File: src/rtl/mcme_pkg.sv
package mcme_pkg;

    // Field widths. Weights are Q4.12; the fraction width only sets the
    // meaning of the values, and no hardware depends on it.
    localparam int COUNT_BITS  = 24;
    localparam int WEIGHT_BITS = 16;

    // Derived widths of the accumulators and the report engine.
    localparam int SUM_BITS  = COUNT_BITS + WEIGHT_BITS;
    localparam int SQ_BITS   = COUNT_BITS + 2 * WEIGHT_BITS;
    localparam int PROD_BITS = 2 * SUM_BITS;
    localparam int ROOT_BITS = (SQ_BITS + 1) / 2;
    localparam int RAD_BITS  = 2 * ROOT_BITS;
    localparam int REM_BITS  = (COUNT_BITS > ROOT_BITS) ? COUNT_BITS : ROOT_BITS;
    localparam int ITER_BITS = $clog2(PROD_BITS);

    localparam logic [COUNT_BITS-1:0] COUNT_MAX = '1;

    // Datapath operations issued by the controller.
    typedef enum logic [3:0] {
        OP_NONE,
        OP_MEAN_LOAD,
        OP_DIV_STEP,
        OP_MUL_LOAD,
        OP_MUL_STEP,
        OP_RAD_LOAD,
        OP_SQRT_STEP,
        OP_ERR_LOAD,
        OP_OUT_LOAD
    } t_dp_op;

    typedef struct packed {
        t_dp_op op;
        logic   acc_en;
        logic   snap;
    } t_dp_cmd;

endpackage

File: src/rtl/mcme_if.sv
interface mcme_in_if;
    logic                          valid;
    logic                          ready;
    logic [mcme_pkg::WEIGHT_BITS-1:0] weight;
    logic                          first;
    logic                          last;

    modport source (output valid, output weight, output first, output last, input ready);
    modport sink   (input valid, input weight, input first, input last, output ready);
endinterface

interface mcme_out_if;
    logic                             valid;
    logic                             ready;
    logic [mcme_pkg::COUNT_BITS-1:0]  event_count;
    logic [mcme_pkg::WEIGHT_BITS-1:0] mean_value;
    logic [mcme_pkg::WEIGHT_BITS-1:0] error_value;
    logic                             count_saturated;

    modport source (output valid, output event_count, output mean_value,
                    output error_value, output count_saturated, input ready);
    modport sink   (input valid, input event_count, input mean_value,
                    input error_value, input count_saturated, output ready);
endinterface

File: src/rtl/mcme_dp.sv
module mcme_dp (
    input  logic                             i_clk,
    input  logic                             i_rst_n,
    input  mcme_pkg::t_dp_cmd                i_cmd,
    input  logic [mcme_pkg::WEIGHT_BITS-1:0] i_weight,
    input  logic                             i_first,
    output logic [mcme_pkg::COUNT_BITS-1:0]  o_event_count,
    output logic [mcme_pkg::WEIGHT_BITS-1:0] o_mean_value,
    output logic [mcme_pkg::WEIGHT_BITS-1:0] o_error_value,
    output logic                             o_count_saturated
);
    import mcme_pkg::*;

    // Running accumulators.
    logic [SUM_BITS-1:0]   r_sum, n_sum;
    logic [SQ_BITS-1:0]    r_sq, n_sq;
    logic [COUNT_BITS-1:0] r_cnt, n_cnt;
    logic                  r_sat, n_sat;

    // Snapshot taken with a report request.
    logic [SUM_BITS-1:0]   r_snap_sum;
    logic [SQ_BITS-1:0]    r_snap_sq;
    logic [COUNT_BITS-1:0] r_snap_cnt;
    logic                  r_snap_sat;

    // Shared work registers of the report engine.
    logic [PROD_BITS-1:0]   r_acc;
    logic [REM_BITS-1:0]    r_rem;
    logic [SUM_BITS-1:0]    r_aux;
    logic [WEIGHT_BITS-1:0] r_mean;

    // Output register.
    logic [COUNT_BITS-1:0]  r_o_count;
    logic [WEIGHT_BITS-1:0] r_o_mean;
    logic [WEIGHT_BITS-1:0] r_o_err;
    logic                   r_o_sat;

    logic [SUM_BITS-1:0]      base_sum;
    logic [SQ_BITS-1:0]       base_sq;
    logic [COUNT_BITS-1:0]    base_cnt;
    logic                     cnt_full;
    logic [2*WEIGHT_BITS-1:0] w_sq;

    logic [COUNT_BITS:0]    div_part;
    logic [COUNT_BITS:0]    div_diff;
    logic                   div_ge;
    logic [ROOT_BITS+1:0]   sq_part;
    logic [ROOT_BITS+1:0]   sq_trial;
    logic [ROOT_BITS+1:0]   sq_diff;
    logic                   sq_ge;
    logic [PROD_BITS-1:0]   sq_ext;
    logic                   rad_ok;
    logic [PROD_BITS-1:0]   rad_val;
    logic [PROD_BITS-1:0]   mul_addend;
    logic                   cnt_zero;

    always_comb begin
        base_sum = i_first ? '0 : r_sum;
        base_sq  = i_first ? '0 : r_sq;
        base_cnt = i_first ? '0 : r_cnt;
        cnt_full = (base_cnt == COUNT_MAX);
        w_sq     = i_weight * i_weight;
        n_sum    = cnt_full ? base_sum : base_sum + SUM_BITS'(i_weight);
        n_sq     = cnt_full ? base_sq : base_sq + SQ_BITS'(w_sq);
        n_cnt    = cnt_full ? base_cnt : base_cnt + COUNT_BITS'(1);
        n_sat    = (!i_first && r_sat) || cnt_full;
    end

    // One restoring-division step: quotient bits shift in at the bottom of r_acc.
    always_comb begin
        div_part = {r_rem[COUNT_BITS-1:0], r_acc[PROD_BITS-1]};
        div_diff = div_part - {1'b0, r_snap_cnt};
        div_ge   = (div_part >= {1'b0, r_snap_cnt});
    end

    // One digit-recurrence square root step: two radicand bits per step.
    always_comb begin
        sq_part  = {r_rem[ROOT_BITS-1:0], r_acc[PROD_BITS-1 -: 2]};
        sq_trial = {r_aux[ROOT_BITS-1:0], 2'b01};
        sq_diff  = sq_part - sq_trial;
        sq_ge    = (sq_part >= sq_trial);
    end

    // Radicand: clamp to zero when the squared-sum term exceeds the square sum.
    always_comb begin
        sq_ext  = PROD_BITS'(r_snap_sq);
        rad_ok  = (r_acc <= sq_ext);
        rad_val = rad_ok ? (sq_ext - r_acc) : '0;
        mul_addend = r_aux[SUM_BITS-1] ? PROD_BITS'(r_snap_sum) : '0;
        cnt_zero   = (r_snap_cnt == '0);
    end

    always_ff @(posedge i_clk) begin
        if (!i_rst_n) begin
            r_sum <= '0;
            r_sq  <= '0;
            r_cnt <= '0;
            r_sat <= 1'b0;
        end else if (i_cmd.acc_en) begin
            r_sum <= n_sum;
            r_sq  <= n_sq;
            r_cnt <= n_cnt;
            r_sat <= n_sat;
        end
    end

    always_ff @(posedge i_clk) begin
        if (i_cmd.snap) begin
            r_snap_sum <= n_sum;
            r_snap_sq  <= n_sq;
            r_snap_cnt <= n_cnt;
            r_snap_sat <= n_sat;
        end
    end

    always_ff @(posedge i_clk) begin
        case (i_cmd.op)
            OP_MEAN_LOAD: begin
                r_acc <= {r_snap_sum, {SUM_BITS{1'b0}}};
                r_rem <= '0;
            end
            OP_DIV_STEP: begin
                r_acc <= {r_acc[PROD_BITS-2:0], div_ge};
                r_rem <= div_ge ? REM_BITS'(div_diff[COUNT_BITS-1:0])
                                : REM_BITS'(div_part[COUNT_BITS-1:0]);
            end
            OP_MUL_LOAD: begin
                // quotient of the mean division is in the low bits of r_acc
                r_mean <= r_acc[WEIGHT_BITS-1:0];
                r_acc  <= '0;
                r_aux  <= r_snap_sum;
                r_rem  <= '0;
            end
            OP_MUL_STEP: begin
                r_acc <= {r_acc[PROD_BITS-2:0], 1'b0} + mul_addend;
                r_aux <= {r_aux[SUM_BITS-2:0], 1'b0};
            end
            OP_RAD_LOAD: begin
                r_acc <= rad_val << (PROD_BITS - RAD_BITS);
                r_rem <= '0;
                r_aux <= '0;
            end
            OP_SQRT_STEP: begin
                r_acc <= {r_acc[PROD_BITS-3:0], 2'b00};
                r_rem <= sq_ge ? REM_BITS'(sq_diff[ROOT_BITS-1:0])
                               : REM_BITS'(sq_part[ROOT_BITS-1:0]);
                r_aux <= SUM_BITS'({r_aux[ROOT_BITS-2:0], sq_ge});
            end
            OP_ERR_LOAD: begin
                r_acc <= PROD_BITS'(r_aux[ROOT_BITS-1:0]) << (PROD_BITS - ROOT_BITS);
                r_rem <= '0;
            end
            OP_OUT_LOAD: begin
                r_o_count <= r_snap_cnt;
                r_o_sat   <= r_snap_sat;
                r_o_mean  <= cnt_zero ? '0 : r_mean;
                r_o_err   <= cnt_zero ? '0 : r_acc[WEIGHT_BITS-1:0];
            end
            default: begin
            end
        endcase
    end

    assign o_event_count     = r_o_count;
    assign o_mean_value      = r_o_mean;
    assign o_error_value     = r_o_err;
    assign o_count_saturated = r_o_sat;

`ifndef SYNTHESIS
    a_sat_full: assert property (@(posedge i_clk) disable iff (!i_rst_n)
        r_sat |-> (r_cnt == COUNT_MAX))
        else $error("saturation flag set with count below maximum");
`endif

endmodule

File: src/rtl/mcme_ctrl.sv
module mcme_ctrl (
    input  logic              i_clk,
    input  logic              i_rst_n,
    input  logic              i_in_valid,
    input  logic              i_in_last,
    output logic              o_in_ready,
    input  logic              i_out_ready,
    output logic              o_out_valid,
    output mcme_pkg::t_dp_cmd o_cmd
);
    import mcme_pkg::*;

    typedef enum logic [3:0] {
        ST_IDLE,
        ST_MEAN_LOAD,
        ST_MEAN_DIV,
        ST_MUL_LOAD,
        ST_MUL,
        ST_PROD_DIV,
        ST_RAD,
        ST_SQRT,
        ST_ERR_LOAD,
        ST_ERR_DIV,
        ST_DONE
    } t_state;

    t_state               r_state;
    logic [ITER_BITS-1:0] r_iter;
    logic                 r_out_valid;
    logic                 accept;
    logic                 out_free;
    logic                 iter_done;

    always_comb begin
        // A report request waits while the engine is busy; plain weights never do.
        o_in_ready = (r_state == ST_IDLE) || !i_in_last;
        accept     = i_in_valid && o_in_ready;
        out_free   = !r_out_valid || i_out_ready;
        iter_done  = (r_iter == '0);

        o_cmd.acc_en = accept;
        o_cmd.snap   = accept && i_in_last;
        case (r_state)
            ST_MEAN_LOAD: o_cmd.op = OP_MEAN_LOAD;
            ST_MEAN_DIV:  o_cmd.op = OP_DIV_STEP;
            ST_MUL_LOAD:  o_cmd.op = OP_MUL_LOAD;
            ST_MUL:       o_cmd.op = OP_MUL_STEP;
            ST_PROD_DIV:  o_cmd.op = OP_DIV_STEP;
            ST_RAD:       o_cmd.op = OP_RAD_LOAD;
            ST_SQRT:      o_cmd.op = OP_SQRT_STEP;
            ST_ERR_LOAD:  o_cmd.op = OP_ERR_LOAD;
            ST_ERR_DIV:   o_cmd.op = OP_DIV_STEP;
            ST_DONE:      o_cmd.op = out_free ? OP_OUT_LOAD : OP_NONE;
            default:      o_cmd.op = OP_NONE;
        endcase
    end

    always_ff @(posedge i_clk) begin
        if (!i_rst_n) begin
            r_state     <= ST_IDLE;
            r_iter      <= '0;
            r_out_valid <= 1'b0;
        end else begin
            // Raise valid with the output load; drop it on its transfer.
            if (r_state == ST_DONE && out_free) begin
                r_out_valid <= 1'b1;
            end else if (r_out_valid && i_out_ready) begin
                r_out_valid <= 1'b0;
            end
            case (r_state)
                ST_IDLE: begin
                    if (o_cmd.snap) begin
                        r_state <= ST_MEAN_LOAD;
                    end
                end
                ST_MEAN_LOAD: begin
                    r_state <= ST_MEAN_DIV;
                    r_iter  <= ITER_BITS'(SUM_BITS - 1);
                end
                ST_MEAN_DIV: begin
                    if (iter_done) begin
                        r_state <= ST_MUL_LOAD;
                    end else begin
                        r_iter <= r_iter - ITER_BITS'(1);
                    end
                end
                ST_MUL_LOAD: begin
                    r_state <= ST_MUL;
                    r_iter  <= ITER_BITS'(SUM_BITS - 1);
                end
                ST_MUL: begin
                    if (iter_done) begin
                        r_state <= ST_PROD_DIV;
                        r_iter  <= ITER_BITS'(PROD_BITS - 1);
                    end else begin
                        r_iter <= r_iter - ITER_BITS'(1);
                    end
                end
                ST_PROD_DIV: begin
                    if (iter_done) begin
                        r_state <= ST_RAD;
                    end else begin
                        r_iter <= r_iter - ITER_BITS'(1);
                    end
                end
                ST_RAD: begin
                    r_state <= ST_SQRT;
                    r_iter  <= ITER_BITS'(ROOT_BITS - 1);
                end
                ST_SQRT: begin
                    if (iter_done) begin
                        r_state <= ST_ERR_LOAD;
                    end else begin
                        r_iter <= r_iter - ITER_BITS'(1);
                    end
                end
                ST_ERR_LOAD: begin
                    r_state <= ST_ERR_DIV;
                    r_iter  <= ITER_BITS'(ROOT_BITS - 1);
                end
                ST_ERR_DIV: begin
                    if (iter_done) begin
                        r_state <= ST_DONE;
                    end else begin
                        r_iter <= r_iter - ITER_BITS'(1);
                    end
                end
                ST_DONE: begin
                    if (out_free) begin
                        r_state <= ST_IDLE;
                    end
                end
                default: begin
                    r_state <= ST_IDLE;
                end
            endcase
        end
    end

    assign o_out_valid = r_out_valid;

`ifndef SYNTHESIS
    a_ready_idle: assert property (@(posedge i_clk) disable iff (!i_rst_n)
        (r_state == ST_IDLE) |-> o_in_ready)
        else $error("input blocked while engine idle");

    a_iter_idle: assert property (@(posedge i_clk) disable iff (!i_rst_n)
        (r_state == ST_IDLE || r_state == ST_DONE) |-> iter_done)
        else $error("iteration count left over after a pass");

    a_out_free: assert property (@(posedge i_clk) disable iff (!i_rst_n)
        (o_cmd.op == OP_OUT_LOAD) |-> out_free)
        else $error("result register overwritten before transfer");

    a_valid_src: assert property (@(posedge i_clk) disable iff (!i_rst_n)
        $rose(r_out_valid) |-> ($past(r_state) == ST_DONE))
        else $error("result raised outside the done step");
`endif

endmodule

File: src/rtl/monte_carlo_mean_error_accumulator_top.sv
// Running mean and standard error accumulator.
//
// Input channel i_in carries one Q4.12 weight per transfer with flags first
// (clear sums, count and saturation before adding) and last (report after
// adding). Output channel o_out carries one report per last-flagged transfer:
// event count, mean = sum / count and error = isqrt(sq_sum - sum^2 / count)
// / count, all truncated, plus the sticky count-saturation flag.
//
// Throughput: a weight is added in the cycle of its transfer, one per cycle.
// A report runs on a snapshot in a shared shift/subtract engine, one bit (two
// radicand bits for the root) per cycle, through the mean division, the
// multiply, the product division, the root and the error division before
// o_out.valid rises. Weights without last keep flowing meanwhile; a transfer
// with last waits until the engine is back in idle.
//
// Reset (i_rst_n low at a clock edge) zeroes the sums, count and flag and
// drops any pending report. If the receiver stalls, the report stays in the
// output register; a finished next report holds in the engine until the
// register is taken, while weights without last are still accepted.
module monte_carlo_mean_error_accumulator_top (
    input  logic        i_clk,
    input  logic        i_rst_n,
    mcme_in_if.sink     i_in,
    mcme_out_if.source  o_out
);
    import mcme_pkg::*;

    t_dp_cmd cmd;
    logic    in_ready;
    logic    out_valid;

    // Sequencer: handshakes and the step order of the report engine.
    mcme_ctrl u_ctrl (
        .i_clk       (i_clk),
        .i_rst_n     (i_rst_n),
        .i_in_valid  (i_in.valid),
        .i_in_last   (i_in.last),
        .o_in_ready  (in_ready),
        .i_out_ready (o_out.ready),
        .o_out_valid (out_valid),
        .o_cmd       (cmd)
    );

    // Accumulators, snapshot, shared arithmetic engine and output register.
    mcme_dp u_dp (
        .i_clk             (i_clk),
        .i_rst_n           (i_rst_n),
        .i_cmd             (cmd),
        .i_weight          (i_in.weight),
        .i_first           (i_in.first),
        .o_event_count     (o_out.event_count),
        .o_mean_value      (o_out.mean_value),
        .o_error_value     (o_out.error_value),
        .o_count_saturated (o_out.count_saturated)
    );

    assign i_in.ready  = in_ready;
    assign o_out.valid = out_valid;

endmodule
File: src/flat_wrapper.sv
// flat-port wrapper written by rule: the top's interface ports become plain ports
module monte_carlo_mean_error_accumulator_top_flat import mcme_pkg::*;
  (i_clk, i_rst_n, i_in_valid, i_in_weight, i_in_first, i_in_last, i_in_ready, o_out_valid, o_out_event_count, o_out_mean_value, o_out_error_value, o_out_count_saturated, o_out_ready);
  mcme_in_if i_in_i ();
  mcme_out_if o_out_i ();
  input  logic i_clk;
  input  logic i_rst_n;
  input wire logic [$bits(i_in_i.valid)-1:0] i_in_valid;
  input wire logic [$bits(i_in_i.weight)-1:0] i_in_weight;
  input wire logic [$bits(i_in_i.first)-1:0] i_in_first;
  input wire logic [$bits(i_in_i.last)-1:0] i_in_last;
  output wire logic [$bits(i_in_i.ready)-1:0] i_in_ready;
  output wire logic [$bits(o_out_i.valid)-1:0] o_out_valid;
  output wire logic [$bits(o_out_i.event_count)-1:0] o_out_event_count;
  output wire logic [$bits(o_out_i.mean_value)-1:0] o_out_mean_value;
  output wire logic [$bits(o_out_i.error_value)-1:0] o_out_error_value;
  output wire logic [$bits(o_out_i.count_saturated)-1:0] o_out_count_saturated;
  input wire logic [$bits(o_out_i.ready)-1:0] o_out_ready;
  assign i_in_i.valid = i_in_valid;
  assign i_in_i.weight = i_in_weight;
  assign i_in_i.first = i_in_first;
  assign i_in_i.last = i_in_last;
  assign i_in_ready = i_in_i.ready;
  assign o_out_valid = o_out_i.valid;
  assign o_out_event_count = o_out_i.event_count;
  assign o_out_mean_value = o_out_i.mean_value;
  assign o_out_error_value = o_out_i.error_value;
  assign o_out_count_saturated = o_out_i.count_saturated;
  assign o_out_i.ready = o_out_ready;
  monte_carlo_mean_error_accumulator_top u_core (.i_clk(i_clk), .i_rst_n(i_rst_n), .i_in(i_in_i), .o_out(o_out_i));
endmodule
File: config.mk
export PLATFORM = sky130hd
export DESIGN_NAME = monte_carlo_mean_error_accumulator_top_flat
export DESIGN_NICKNAME = d
export VERILOG_FILES = /design/src/rtl/mcme_pkg.sv /design/src/rtl/mcme_if.sv /design/src/rtl/mcme_dp.sv /design/src/rtl/mcme_ctrl.sv /design/src/rtl/monte_carlo_mean_error_accumulator_top.sv /design/src/flat_wrapper.sv
export SDC_FILE = /design/constraint.sdc
export NUM_CORES = 2
export LEC_CHECK = 0
export BUFFER_PORTS_ARGS = -buffer_cell sky130_fd_sc_hd__buf_2
export CAP_MARGIN = 0
export CORE_UTILIZATION = 30
export CTS_BUF_LIST = sky130_fd_sc_hd__clkbuf_8
export DETAILED_ROUTE_END_ITERATION = 10
export SLEW_MARGIN = 20
export SYNTH_ARGS = -nofsm -noshare
export SYNTH_HDL_FRONTEND = slang
export SYNTH_SLANG_ARGS = --single-unit
File: constraint.sdc
create_clock -name i_clk -period 8.4 [get_ports i_clk]
set_input_delay 1.26 -clock i_clk [delete_from_list [all_inputs] [get_ports i_clk]]
set_output_delay 1.26 -clock i_clk [all_outputs]
set_load 0.05 [all_outputs]
==> flow_summary.yaml <==
place:
  buffer_ports.inserted: 80
  hpwl_um: 104000
  placed_area_um2: 44400
  place.gp.congestion: 0.967
pwr:
  combPwrFrac_pct: 64.7
  swShare_pct: 50.0
  p_int_mw: 9.62
  power_mw: 19.2
  pwr-share-clk_pct: 13.1
  seqPwrFrac_pct: 22.1
  switchingPower_mw: 9.60
  leakage_nw: 19.4
  irDropWorstVdd_v: 0.000518
  power_density_nw_per_um2: 415
logic_synthesis:
  synth-warning-count: 0
  synth_area_um2: 42100
  synth_area_leaders: "edfxtp_1 24%, ha_1 9.9%, fa_1 9.4%"
  synth-edff-count: 342
  synth_cell_types: 102
  synth_ff_type: "edfxtp_1"
  ys_seq_area_share_pct: 30.7
  syn_inst: 4849
  synth_top_area_share_pct: 24.4
  synthesis.nets: 5401
  yosys_register_bits: 475
  synthArstFlopShare_pct: 0
  syn_avg_cell_area_um2: 8.68
  yosysTopAreaCell: "edfxtp_1"
layout:
  fin_nets: 5385
  drive_gt1_share_pct: 6.95
  fin_util_pct: 33.3
  design_area_um2: 46300
  final_cell_mix: "585 x inv_1, 508 x nand2_1, 349 x a21oi_1, 342 x edfxtp_1, 332 x ha_1"
  n_fill_cell: 14500
  final_common_cell: "inv_1"
  syn2layout_area_growth_pct: 10.2
clocking:
  clkSlewWorstSetupHoldPaths_ns: 0.06
  cts_tree: "yes"
  clockRootBuffer: "clkbuf_8"
  ctsLongestPathBuffers: 3
  cts_htree_levels: 3
  cts_resized: 0
  post_cts_buffers: 0
  ctsHoldBuffers: 0
  clk_latency_ns: 0.76
  cts_made_buffers: 92
  cts.sinks: 475
setup_path:
  crit_required_ns: 9.05
  rrSetupSlack_ns: 2.69
  arrival_ns: 8.02
  critical_path_class: "input pin to register"
  cp_max_fo: 18
  endpoint_kind: "register"
  cp-start-kind: "input pin"
sta:
  worst_pin_slew_ns: 1.08
  relSlewSlack_pct: 27.7
  setup_tns_ns: 0
  period_needed_ns: 7.37
  post-route-period-util_pct: 87.8
  slew_viol_final: 0
  max_freq_ghz: 0.136
  setup_violations: 0
  holdWs_ns: 0.422
  final_hold_viol_count: 0
  skew_ns: 0.0575
  rsz0062_at_grt: "false"
detailed_routing:
  vias_per_cell: 5.27
  postRouteAntennaNets: 0
  first_iter_violations: 3294
  wirelength_um: 136000
  drt_first_pass_iters: 5
  avgRoutedWirePerCell_um: 20.0
  drc_errors: 0
  num_vias: 35800
grt:
  grt_most_used_layer: "met2"
  grt_util_met2_pct: 29.7
  antenna_found_initial: 4
  grt_first_pass_wirelength_um: 209000
  grt_pass1_vias: 34700
  use_met3_pct: 2.85
  track_usage_pct: 18.8
  grt.overflow.total: 0
  use_met1_pct: 26.2
  grt_max_degree: 72
floorplanning:
  die_area_um2: 142000
  core.rowCount: 137
  start_util_pct: 30.2
  num_io_pins: 81
  core_area_um2: 139000
  die_w_um: 376
  die_height_um: 376
status:
  outcome: "complete, no violations"
hold_path:
  hp-class: "register to register"
flow_run:
  drv_cap: 0
[worst max-delay path: stages]
cell,delay [ns]
buf_2,0.36
and2_1,0.22
inv_1,0.07
fa_1,0.50
inv_1,0.05
fa_1,0.52
inv_1,0.06
fa_1,0.53
inv_1,0.05
fa_1,0.44
fa_1,0.51
inv_1,0.05
fa_1,0.52
inv_1,0.04
ha_1,0.41
a21o_1,0.15
a21o_1,0.16
nor2_1,0.05
a21o_1,0.21
o31ai_4,0.37
a31oi_2,0.27
nor2_4,0.40
nand4_1,0.22
or3_1,0.40
a31oi_1,0.17
[logic make-up (layout without fill, tap and decap cells)]
logic type / after synthesis / count (layout) / share of synthesized area, %
flops: 475 / 475 / 30.7
fa+ha+maj: 530 / 530 / 19.3
buf+inv: 804 / 860 / 7.29
compound gates: 1240 / 1240 / 19.2
other cells: 0 / 3 / 0
mux: 37 / 37 / 0.901
xor+xnor: 251 / 251 / 5.23
simple gates: 1512 / 1512 / 17.3
[metrics by stage]
step	cells	setup WS (ns)
global placement	6615	0.437
finish	6784	1.03
floorplan	4849	0.814
CTS	6781	1.13
detailed placement	6615	0.341
global route	6784	0.703
[final timing paths]
check,startpoint,endpoint,cells past startpoint
worst max-delay path,i_in_weight[5],u_core.u_dp.r_sq[54],25
worst min-delay path,u_core.u_dp.r_snap_sat,u_core.u_dp.o_count_saturated,0
worst max register to register,u_core.u_dp.r_sq[9],u_core.u_dp.r_sq[54],16
worst min register to register,u_core.u_dp.r_snap_sat,u_core.u_dp.o_count_saturated,0
[cell type report]
class	count	area [um2]	share of cell area (%)
multi-input combinational	3570	26200	56.5
sequential	475	12900	27.9
tap	1876	2350	5.07
inverter	562	2110	4.55
clock buffer	102	1400	3.03
timing repair buffer	132	793	1.71
clock inverter	64	556	1.20
antenna	3	7.51	0.0162
[power groups by stage]
stage               clock [mW]  sequential [mW]  combinational [mW]
finish                    2.52             4.25                12.4
global route              2.68             4.29                13.8
CTS                       2.58             4.21                12.3
detailed placement           0             4.25                12.3
global placement             0             4.25                12.2
floorplan                    0             3.85                9.12
[registers in the layout (all words and copies together), names as in the netlist]
name                           cells
u_core.u_dp.r_snap_sat             1
u_core.u_dp.r_rem                 28
u_core.u_dp.r_sq                  56
u_core.u_ctrl.o_out_valid          1
u_core.u_dp.o_mean_value          16
u_core.u_dp.r_cnt                 24
u_core.u_dp.r_snap_sq             56
u_core.u_dp.r_acc                 80
u_core.u_ctrl.r_state              4
u_core.u_dp.r_sat                  1
u_core.u_dp.o_error_value         16
u_core.u_dp.r_mean                16
u_core.u_dp.o_event_count         24
u_core.u_dp.r_snap_cnt            24
u_core.u_dp.r_sum                 40
u_core.u_dp.r_snap_sum            40
u_core.u_dp.o_count_saturated      1
u_core.u_dp.r_aux                 40
u_core.u_ctrl.r_iter               7
[cells in the mapped netlist (all sizes together), types with 63 or more instances]
master and number:
nand2 510, nand4 63, ha 332, xnor2 165, inv 562, xor2 86, a21oi 352, o21ai 270
nand3 96, nor3 87, edfxtp 342, and2 103, clkbuf 191, nor2b 106, nor2 326, fa 198
a21o 115, dfxtp 133
[layer usage]
| layer | share of wire [%] | wire [um] | vias to the layer above |
|---|---|---|---|
| met3 | 6.8 | 9180 | 232 |
| met4 | 3.2 | 4390 | 0 |
| met2 | 44 | 60300 | 1205 |
| met1 | 46 | 62000 | 17400 |
| met5 | 0 | 0 | - |
| li1 | - | - | 17000 |
Note: power is estimated with default switching activity, not from simulation.
